## src/dtwg_pkg.sv

```systemverilog
// Shared constants, register codes and types of the table waveform generator.
package dtwg_pkg;

    localparam int DEF_TABLE_ADDR_BITS = 12;
    localparam int DEF_PHASE_BITS      = 32;
    localparam int DEF_CODE_BITS       = 12;

    localparam int CFG_INDEX_BITS = 3;
    localparam int CFG_DATA_BITS  = 20;

    localparam int FREQ_BITS   = 19;
    localparam int CORR_BITS   = 16;
    localparam int GAIN_BITS   = 20;
    localparam int OFFSET_BITS = 13;
    localparam int CLAMP_BITS  = 12;
    localparam int VOLTS_BITS  = 16;

    // 6442.450944 in Q16, truncated
    localparam int STEP_Q16_BITS = 29;
    localparam logic [STEP_Q16_BITS-1:0] STEP_Q16 = 29'd422212465;
    localparam int STEP_PROD_BITS = FREQ_BITS + STEP_Q16_BITS;
    localparam int STEP_FRAC_BITS = 16;
    localparam int STEP_BITS      = STEP_PROD_BITS - STEP_FRAC_BITS;

    localparam logic [GAIN_BITS-1:0]  GAIN_RESET     = 20'd317750;
    localparam logic [CLAMP_BITS-1:0] CODE_MAX_RESET = 12'd4095;
    localparam logic [CLAMP_BITS-1:0] CODE_MIN_RESET = 12'd0;

    localparam logic OP_LOAD = 1'b0;
    localparam logic OP_TICK = 1'b1;

    typedef enum logic [CFG_INDEX_BITS-1:0] {
        CFG_FREQUENCY_HZ,
        CFG_PHASE_CORRECTION,
        CFG_GAIN,
        CFG_CODE_OFFSET,
        CFG_CODE_MAX,
        CFG_CODE_MIN
    } cfg_index_t;

    typedef struct packed {
        logic        [GAIN_BITS-1:0]   gain;
        logic signed [OFFSET_BITS-1:0] offset;
        logic        [CLAMP_BITS-1:0]  code_max;
        logic        [CLAMP_BITS-1:0]  code_min;
    } conv_cfg_t;

endpackage

```

## src/dtwg_conv.sv

```systemverilog
// Voltage to converter code pipeline: scale, truncate toward zero, offset, clamp.
module dtwg_conv #(
    parameter int TABLE_ADDR_BITS = dtwg_pkg::DEF_TABLE_ADDR_BITS,
    parameter int CODE_BITS       = dtwg_pkg::DEF_CODE_BITS
) (
    input  logic                                  aclk,
    input  logic                                  aresetn,
    input  logic                                  load_valid,
    input  logic [TABLE_ADDR_BITS-1:0]            load_index,
    input  logic signed [dtwg_pkg::VOLTS_BITS-1:0] load_volts,
    input  dtwg_pkg::conv_cfg_t                   cfg,
    output logic                                  wr_en,
    output logic [TABLE_ADDR_BITS-1:0]            wr_addr,
    output logic [CODE_BITS-1:0]                  wr_code
);
    import dtwg_pkg::*;

    localparam int PROD_BITS = VOLTS_BITS + GAIN_BITS;
    localparam int SHIFT     = 20;
    localparam int SUM_BITS  = VOLTS_BITS + 1;

    logic signed [PROD_BITS:0]     prod_full;
    logic                          valid_reg;
    logic [TABLE_ADDR_BITS-1:0]    index_reg;
    logic signed [PROD_BITS-1:0]   prod_reg;
    logic signed [OFFSET_BITS-1:0] offset_reg;
    logic [CLAMP_BITS-1:0]         max_reg;
    logic [CLAMP_BITS-1:0]         min_reg;

    logic signed [PROD_BITS-1:0]   adj;
    logic signed [VOLTS_BITS-1:0]  quot;
    logic signed [SUM_BITS-1:0]    sum;
    logic signed [SUM_BITS-1:0]    max_ext;
    logic signed [SUM_BITS-1:0]    min_ext;
    logic [CLAMP_BITS-1:0]         code_clamped;
    logic [CODE_BITS+CLAMP_BITS-1:0] code_wide;

    assign prod_full = load_volts * $signed({1'b0, cfg.gain});

    always_ff @(posedge aclk) begin
        if (!aresetn) begin
            valid_reg <= 1'b0;
        end else begin
            valid_reg <= load_valid;
        end
        if (load_valid) begin
            index_reg  <= load_index;
            prod_reg   <= prod_full[PROD_BITS-1:0];
            offset_reg <= cfg.offset;
            max_reg    <= cfg.code_max;
            min_reg    <= cfg.code_min;
        end
    end

    always_comb begin
        // bias negative products so the arithmetic shift rounds toward zero
        adj     = prod_reg + (prod_reg[PROD_BITS-1]
                              ? $signed(PROD_BITS'((1 << SHIFT) - 1))
                              : $signed(PROD_BITS'(0)));
        quot    = adj[PROD_BITS-1 -: VOLTS_BITS];
        sum     = {quot[VOLTS_BITS-1], quot}
                  + {{(SUM_BITS-OFFSET_BITS){offset_reg[OFFSET_BITS-1]}}, offset_reg};
        max_ext = $signed({{(SUM_BITS-CLAMP_BITS){1'b0}}, max_reg});
        min_ext = $signed({{(SUM_BITS-CLAMP_BITS){1'b0}}, min_reg});
        if (sum > max_ext) begin
            code_clamped = max_reg;
        end else if (sum < min_ext) begin
            code_clamped = min_reg;
        end else begin
            code_clamped = sum[CLAMP_BITS-1:0];
        end
        code_wide = {{CODE_BITS{1'b0}}, code_clamped};
    end

    assign wr_en   = valid_reg;
    assign wr_addr = index_reg;
    assign wr_code = code_wide[CODE_BITS-1:0];

endmodule

```

## config.mk

```make
export PLATFORM = sky130hd
export DESIGN_NAME = dtwg_conv
export DESIGN_NICKNAME = d
export VERILOG_FILES = /design/src/dtwg_pkg.sv /design/src/dtwg_conv.sv
export SDC_FILE = /design/constraint.sdc
export NUM_CORES = 1
export LEC_CHECK = 0
export ABC_AREA = 0
export BUFFER_PORTS_ARGS = -buffer_cell sky130_fd_sc_hd__buf_2
export CORE_MARGIN = 1.5
export CORE_UTILIZATION = 35
export DETAILED_ROUTE_END_ITERATION = 6
export GPL_TIMING_DRIVEN = 0
export MAX_ROUTING_LAYER = met4
export PLACE_DENSITY = 0.59
export SKIP_CTS_REPAIR_TIMING = 1
export SYNTH_ARGS = -nofsm -noshare
export SYNTH_HDL_FRONTEND = slang
export SYNTH_SLANG_ARGS = --single-unit
```

## constraint.sdc

```tcl
create_clock -name aclk -period 7.6 [get_ports aclk]
set_input_delay 0.76 -clock aclk [delete_from_list [all_inputs] [get_ports aclk]]
set_output_delay 0.76 -clock aclk [all_outputs]
set_load 0.005 [all_outputs]
```

==> impl_metrics.csv, run 1 <==
group,metric,value,unit
cts,root_buf_cell,"clkbuf_16",
synth,post_synth_inst_count,1603,
timing,max_clock_freq,137,MHz
layout,layout-drive-gt1-share,8.63,%
placement,gp_congestion,0.918,
drt,drc_errors,0,
synth,synth_sequential_area_ratio,16.7,%
layout,syn_to_final_growth,10.5,%
worst_hold_path,startpoint_of_the_most_critical_hold_path,"cfg[33]",
timing,layout_worst_path_cycle_share,96.3,%
cts,htree_levels,3,
floorplanning,floorplan.initialDensity,35.7,%
global_routing,gr-usage-all-layers,18.2,%
drt,wl_per_cell,16.8,µm
floorplanning,core_area,43300,µm²
placement,placedInstanceArea,16700,µm²
timing,min_period,7.32,ns
cts,tritoncts_clock_tree,"yes",
global_routing,largest_net_degree_at_the_start_of_global_routing,51,
setup_path,critical_path.n_buffers_inverters,5,
drt,drt_wl_total,38.8,mm
drt,vias,11090,
setup_path,critical_path_peak_fanout,10,
floorplanning,design.die.area,45400,µm²
timing,number_of_pins_exceeding_their_max_slew_limit_in_the_final_report,0,
synth,top_reg_cell_synth,"edfxtp_1",
floorplanning,rows,76,
placement,dpl.hpwl,32.9,mm
cts,numCtsBuffers,9,
drt,drt_pass1_iterations,5,
timing,tightestPinTransition,0.772,ns
layout,post-route-util,39.4,%
floorplanning,chipHeight,213,µm
synth,synth_cell_types,57,
floorplanning,chipWidth,213,µm
setup_path,critPathLaunchType,"input pin",
cts,cts_buffer_depth,2,
synth,count_of_synthesis_stage_warnings_from_yosys,0,
placement,port_buffers,97,
global_routing,grt_first_pass_wirelength,61.5,mm
worst_hold_path,min-delay-path-class,"input pin to register",
timing,timing.slew.headroom,48.5,%
drt,drt-vias-per-instance,4.82,
timing,timing.final.hold_violations,0,
setup_path,cp.required,7.69,ns
outcome,run_status,"completed",
synth,mappedNetlistNets,2125,
layout,final-seq-area,2570,µm²
setup_path,slowest_delay,0.57,ns
layout,multi_input_area,11400,µm²
synth,synth.avg_cell_area,9.63,µm²
layout,final_cell_area,17100,µm²
setup_path,worst-setup-path-type,"input pin to register",
setup_path,critPathSlowestCell,"fa_1",
synth,synth_async_sr_flop_share,0,%
floorplanning,boundary_pins,113,
synth,synth_enable_flop_cells,85,
timing,setup_slack,0.283,ns
setup_path,crit_path_cell_trace,"buf_2 -> clkbuf_1 -> nand2_1 -> fa_1 -> inv_1 -> fa_1 -> fa_1 -> inv_1 -> fa_1 -> inv_1 -> fa_1 -> fa_1 -> ha_1 -> and2_2 -> a221o_2 -> a221oi_2 -> o211ai_1 -> o41a_1 -> a221o_2 -> nor2_1 -> o21bai_1 -> xnor2_1",
timing,rsz_0062_raised_after_global_routing,"false",
global_routing,overflow,0,
setup_path,setup.worst_path.end_class,"register",
layout,largest_register_ffs,36,
cts,clkTransAtPathRegs,0.06,ns
layout,final_cells,2301,
synth,synthesis.area,15400,µm²
placement,inst_count_dp,2286,
drt,final_antenna_net_count,0,
placement,detailedPlace.worstSlack,-0.189,ns
layout,fillers,4323,
cts,tritoncts_num_sinks,86,
layout,final_net_count,2233,
setup_path,path_delay_family,"adder cells",
setup_path,timing.critical_path.from,"cfg[50]",
global_routing,first_global_vias,11584,
setup_path,crit_path_frequent_cell,"fa_1",
run,maxCapViolations,0,
synth,synth-seq-cells,86,
global_routing,number_of_antenna_violations_at_the_first_check_in_global_routing,1,
drt,dr.first_iter.drc_count,609,
setup_path,crit_arrival,7.41,ns
timing,final_setup_fails,0,
-- layout by cell type (no fill, tap or decap), drive strengths merged, types with 11 or more instances in the layout --
cell type and instances:
ha 183, edfxtp 85, inv 343, nor3 12, nor2b 11, nand2b 17, clkbuf 57, a21o 24
and2 123, xnor2 48, xor2 11, o21ai 30, fa 251, nand2 194, a21oi 39, mux2i 27
nand4 15, buf 105, nor2 38
-- final timing paths --
kind | endpoint | slack, ns | cells past startpoint
hold / removal | offset_reg[9] | 0.59 | 1
setup / recovery | prod_reg[35] | 0.28 | 22
-- through the flow --
step | hold slack (ns) | setup TNS [ns]
after detailed placement | 0.938 | -0.982
final | 0.588 | 0
after floorplan | 0.859 | 0
after global placement | 0.937 | -0.207
after global routing | 0.566 | 0
after CTS | 0.566 | -5.06
-- synth_stat cells, drive strengths merged, types with 3 or more instances --
cell / number / area, µm²
inv: 342 / 1280
fa: 251 / 5020
nand2: 194 / 728
ha: 183 / 2290
and2: 123 / 771
edfxtp: 85 / 2550
clkbuf: 53 / 199
xnor2: 48 / 420
a21oi: 39 / 195
nor2: 38 / 143
o21ai: 30 / 154
mux2i: 27 / 270
a21o: 24 / 181
nand2b: 17 / 106
nand4: 15 / 93.8
nor3: 12 / 60.1
nor2b: 11 / 68.8
xor2: 11 / 96.3
nand3: 9 / 45.0
o21a: 9 / 67.6
o21bai: 9 / 67.6
a31oi: 8 / 50.1
o211ai: 6 / 45.0
a211oi: 5 / 37.5
and3: 5 / 33.8
o2111ai: 5 / 43.8
or2: 5 / 31.3
a2111oi: 3 / 26.3
a221o: 3 / 32.5
a221oi: 3 / 38.8
buf: 3 / 22.5
o31ai: 3 / 41.3
-- metal layers --
layer	vias up	track usage, %	routed length [µm]
met4	0	5.21	875
met2	316	29.2	17600
met1	5473	24.5	18200
met3	53	1.66	2100
met5	-	-	0
li1	5248	-	-
-- area by class of cell --
cell class | instances | area share (%)
Multi-Input combinational cell | 1118 | 66.9
Sequential cell | 86 | 15.1
Inverter | 343 | 7.55
Tap cell | 585 | 4.29
Timing Repair Buffer | 104 | 3.32
Clock buffer | 9 | 1.32
Buffer | 49 | 1.17
Clock inverter | 6 | 0.367
Antenna cell | 1 | 0.0147
-- logic make-up after synthesis --
logic type	Yosys count	synth area share (%)
AND/OR/NAND/NOR	436	13.8
adder cells (fa/ha/maj)	434	47.4
buffers and inverters	399	9.77
AO/OA/AOI/OAI	160	7.12
flip-flops	86	16.7
XOR/XNOR	59	3.35
multiplexers	29	1.90
Power of run 1 is not shown: default switching activity piles up to over one toggle a cycle in this logic, so the estimate is an artifact.
==> run 2, diff against run 1 <==
--- a/config.mk
+++ b/config.mk
@@ -11,2 +11,3 @@
 export CORE_UTILIZATION = 35
+export CTS_CLUSTER_SIZE = 20
 export DETAILED_ROUTE_END_ITERATION = 6
@@ -15,2 +16,3 @@
 export PLACE_DENSITY = 0.59
+export SETUP_SLACK_MARGIN = 0.2
 export SKIP_CTS_REPAIR_TIMING = 1
==> constraint.sdc (replaced) <==
create_clock -name aclk -period 7.6 [get_ports aclk]
set_input_delay 1.52 -clock aclk [delete_from_list [all_inputs] [get_ports aclk]]
set_output_delay 1.52 -clock aclk [all_outputs]
set_load 0.005 [all_outputs]
==> impl_metrics.csv, run 2 (synthesis gave the netlist of run 1 again) <==
group,metric,value,unit
outcome,run_status,"complete, but fails checks",
outcome,violated_checks,"setup timing",
timing,layout_worst_path_cycle_share,100,%
drt,vias,11519,
global_routing,number_of_antenna_violations_at_the_first_check_in_global_routing,0,
global_routing,overflow,0,
timing,final_setup_fails,1,
setup_path,crit_path_frequent_cell,"buf_4",
layout,insertedDiodeCount,0,
setup_path,critPathCapture,"wr_code[0]",
layout,most_common_cell_after_layout_fill_and_taps_aside,"inv_1",
timing,max_clock_freq,131,MHz
drt,drt-vias-per-instance,4.86,
placement,port_buffers,97,
setup_path,critPathSlowestCell,"edfxtp_1",
placement,detailedPlace.worstSlack,-0.945,ns
drt,final_antenna_net_count,0,
cts,cts_buffer_depth,2,
run,maxCapViolations,0,
global_routing,grt_first_pass_wirelength,62.5,mm
placement,inst_count_dp,2286,
setup_path,timing.critical_path.from,"prod_reg[35]",
drt,drt_pass1_iterations,5,
setup_path,crit_arrival,6.11,ns
setup_path,slowest_delay,0.46,ns
cts,htree_levels,3,
setup_path,critical_path_peak_fanout,5,
timing,min_period,7.63,ns
global_routing,gr-usage-all-layers,18.5,%
cts,numCtsBuffers,9,
floorplanning,chipWidth,213,µm
placement,gp_congestion,0.949,
layout,largest_register_ffs,36,
layout,layout_common_cells,"inv_1, fa_1, nand2_1",
layout,layout-drive-gt1-share,19.7,%
setup_path,setup.worst_path.end_class,"output pin",
cts,tritoncts_num_sinks,86,
drt,wl_per_cell,17.2,µm
timing,number_of_pins_exceeding_their_max_slew_limit_in_the_final_report,0,
global_routing,largest_net_degree_at_the_start_of_global_routing,45,
global_routing,first_global_vias,11656,
floorplanning,chipHeight,213,µm
setup_path,cp.required,6.08,ns
cts,clkTransAtPathRegs,0.07,ns
layout,post-route-util,42.8,%
setup_path,critPathLaunchType,"register",
drt,dr.first_iter.drc_count,566,
worst_hold_path,min-delay-path-class,"input pin to register",
layout,final_net_count,2303,
timing,tightestPinTransition,0.710,ns
timing,rsz_0062_raised_after_global_routing,"true",
setup_path,worst-setup-path-type,"register to output pin",
layout,fillers,4197,
floorplanning,core_area,43300,µm²
floorplanning,boundary_pins,113,
placement,dpl.hpwl,33.1,mm
timing,timing.slew.headroom,52.2,%
layout,syn_to_final_growth,20.1,%
floorplanning,floorplan.initialDensity,35.7,%
timing,timing.final.hold_violations,0,
drt,drt_wl_total,40.8,mm
layout,final_cells,2371,
cts,tritoncts_clock_tree,"yes",
timing,setup_slack,-0.0320,ns
floorplanning,design.die.area,45400,µm²
drt,drc_errors,0,
floorplanning,rows,76,
cts,root_buf_cell,"clkbuf_16",
run 2: cell type report:
cell class	count	area, µm²	share of cell area, %
buffer	56	517	2.79
clock buffer	12	236	1.28
clock inverter	4	55.1	0.297
inverter	343	1290	6.97
multi-input combinational	1118	11900	64.2
sequential	86	2570	13.9
tap	585	732	3.95
timing repair buffer	167	1240	6.68
run 2: per-stage QoR:
step | TNS, ns | hold WS [ns] | area [µm²]
global placement | -12.26 | 1.70 | 16700
finish | -0.0320 | 1.34 | 18500
global route | -2.45 | 1.33 | 18500
CTS | -16.36 | 1.32 | 17000
detailed placement | -15.58 | 1.70 | 16700
floorplan | 0 | 1.62 | 15500
run 2: worst max-delay path: cells and delay by family, from the launching register on:
family,cells,cell delay [ns]
AOI/OAI and AO/OA,14,2.49
adders and majority gates,4,1.07
buffers and inverters,6,0.85
DFF,1,0.46
and+or+nand+nor,3,0.45
muxes,1,0.30
xor gates and xnor gates,1,0.13
run 2: per-layer routing:
| layer | GRT usage [%] | part of all wire, % | vias to the layer above |
|---|---|---|---|
| li1 | - | - | 5389 |
| met5 | - | 0 | - |
| met4 | 5.40 | 3.0 | 0 |
| met3 | 1.79 | 5.5 | 66 |
| met2 | 29.6 | 47 | 334 |
| met1 | 25.0 | 45 | 5730 |
run 2: how the worst min path moves through the flow:
stage / from / endpoint / cells after the start
finish: cfg[18] / max_reg[6] / 1
global route: cfg[7] / min_reg[7] / 1
floorplan: cfg[12] / max_reg[0] / 0
detailed placement: cfg[12] / max_reg[0] / 1
global placement: load_index[2] / wr_addr[2] / 1
CTS: load_index[4] / wr_addr[4] / 1
Power of run 2 is left out for the same reason.
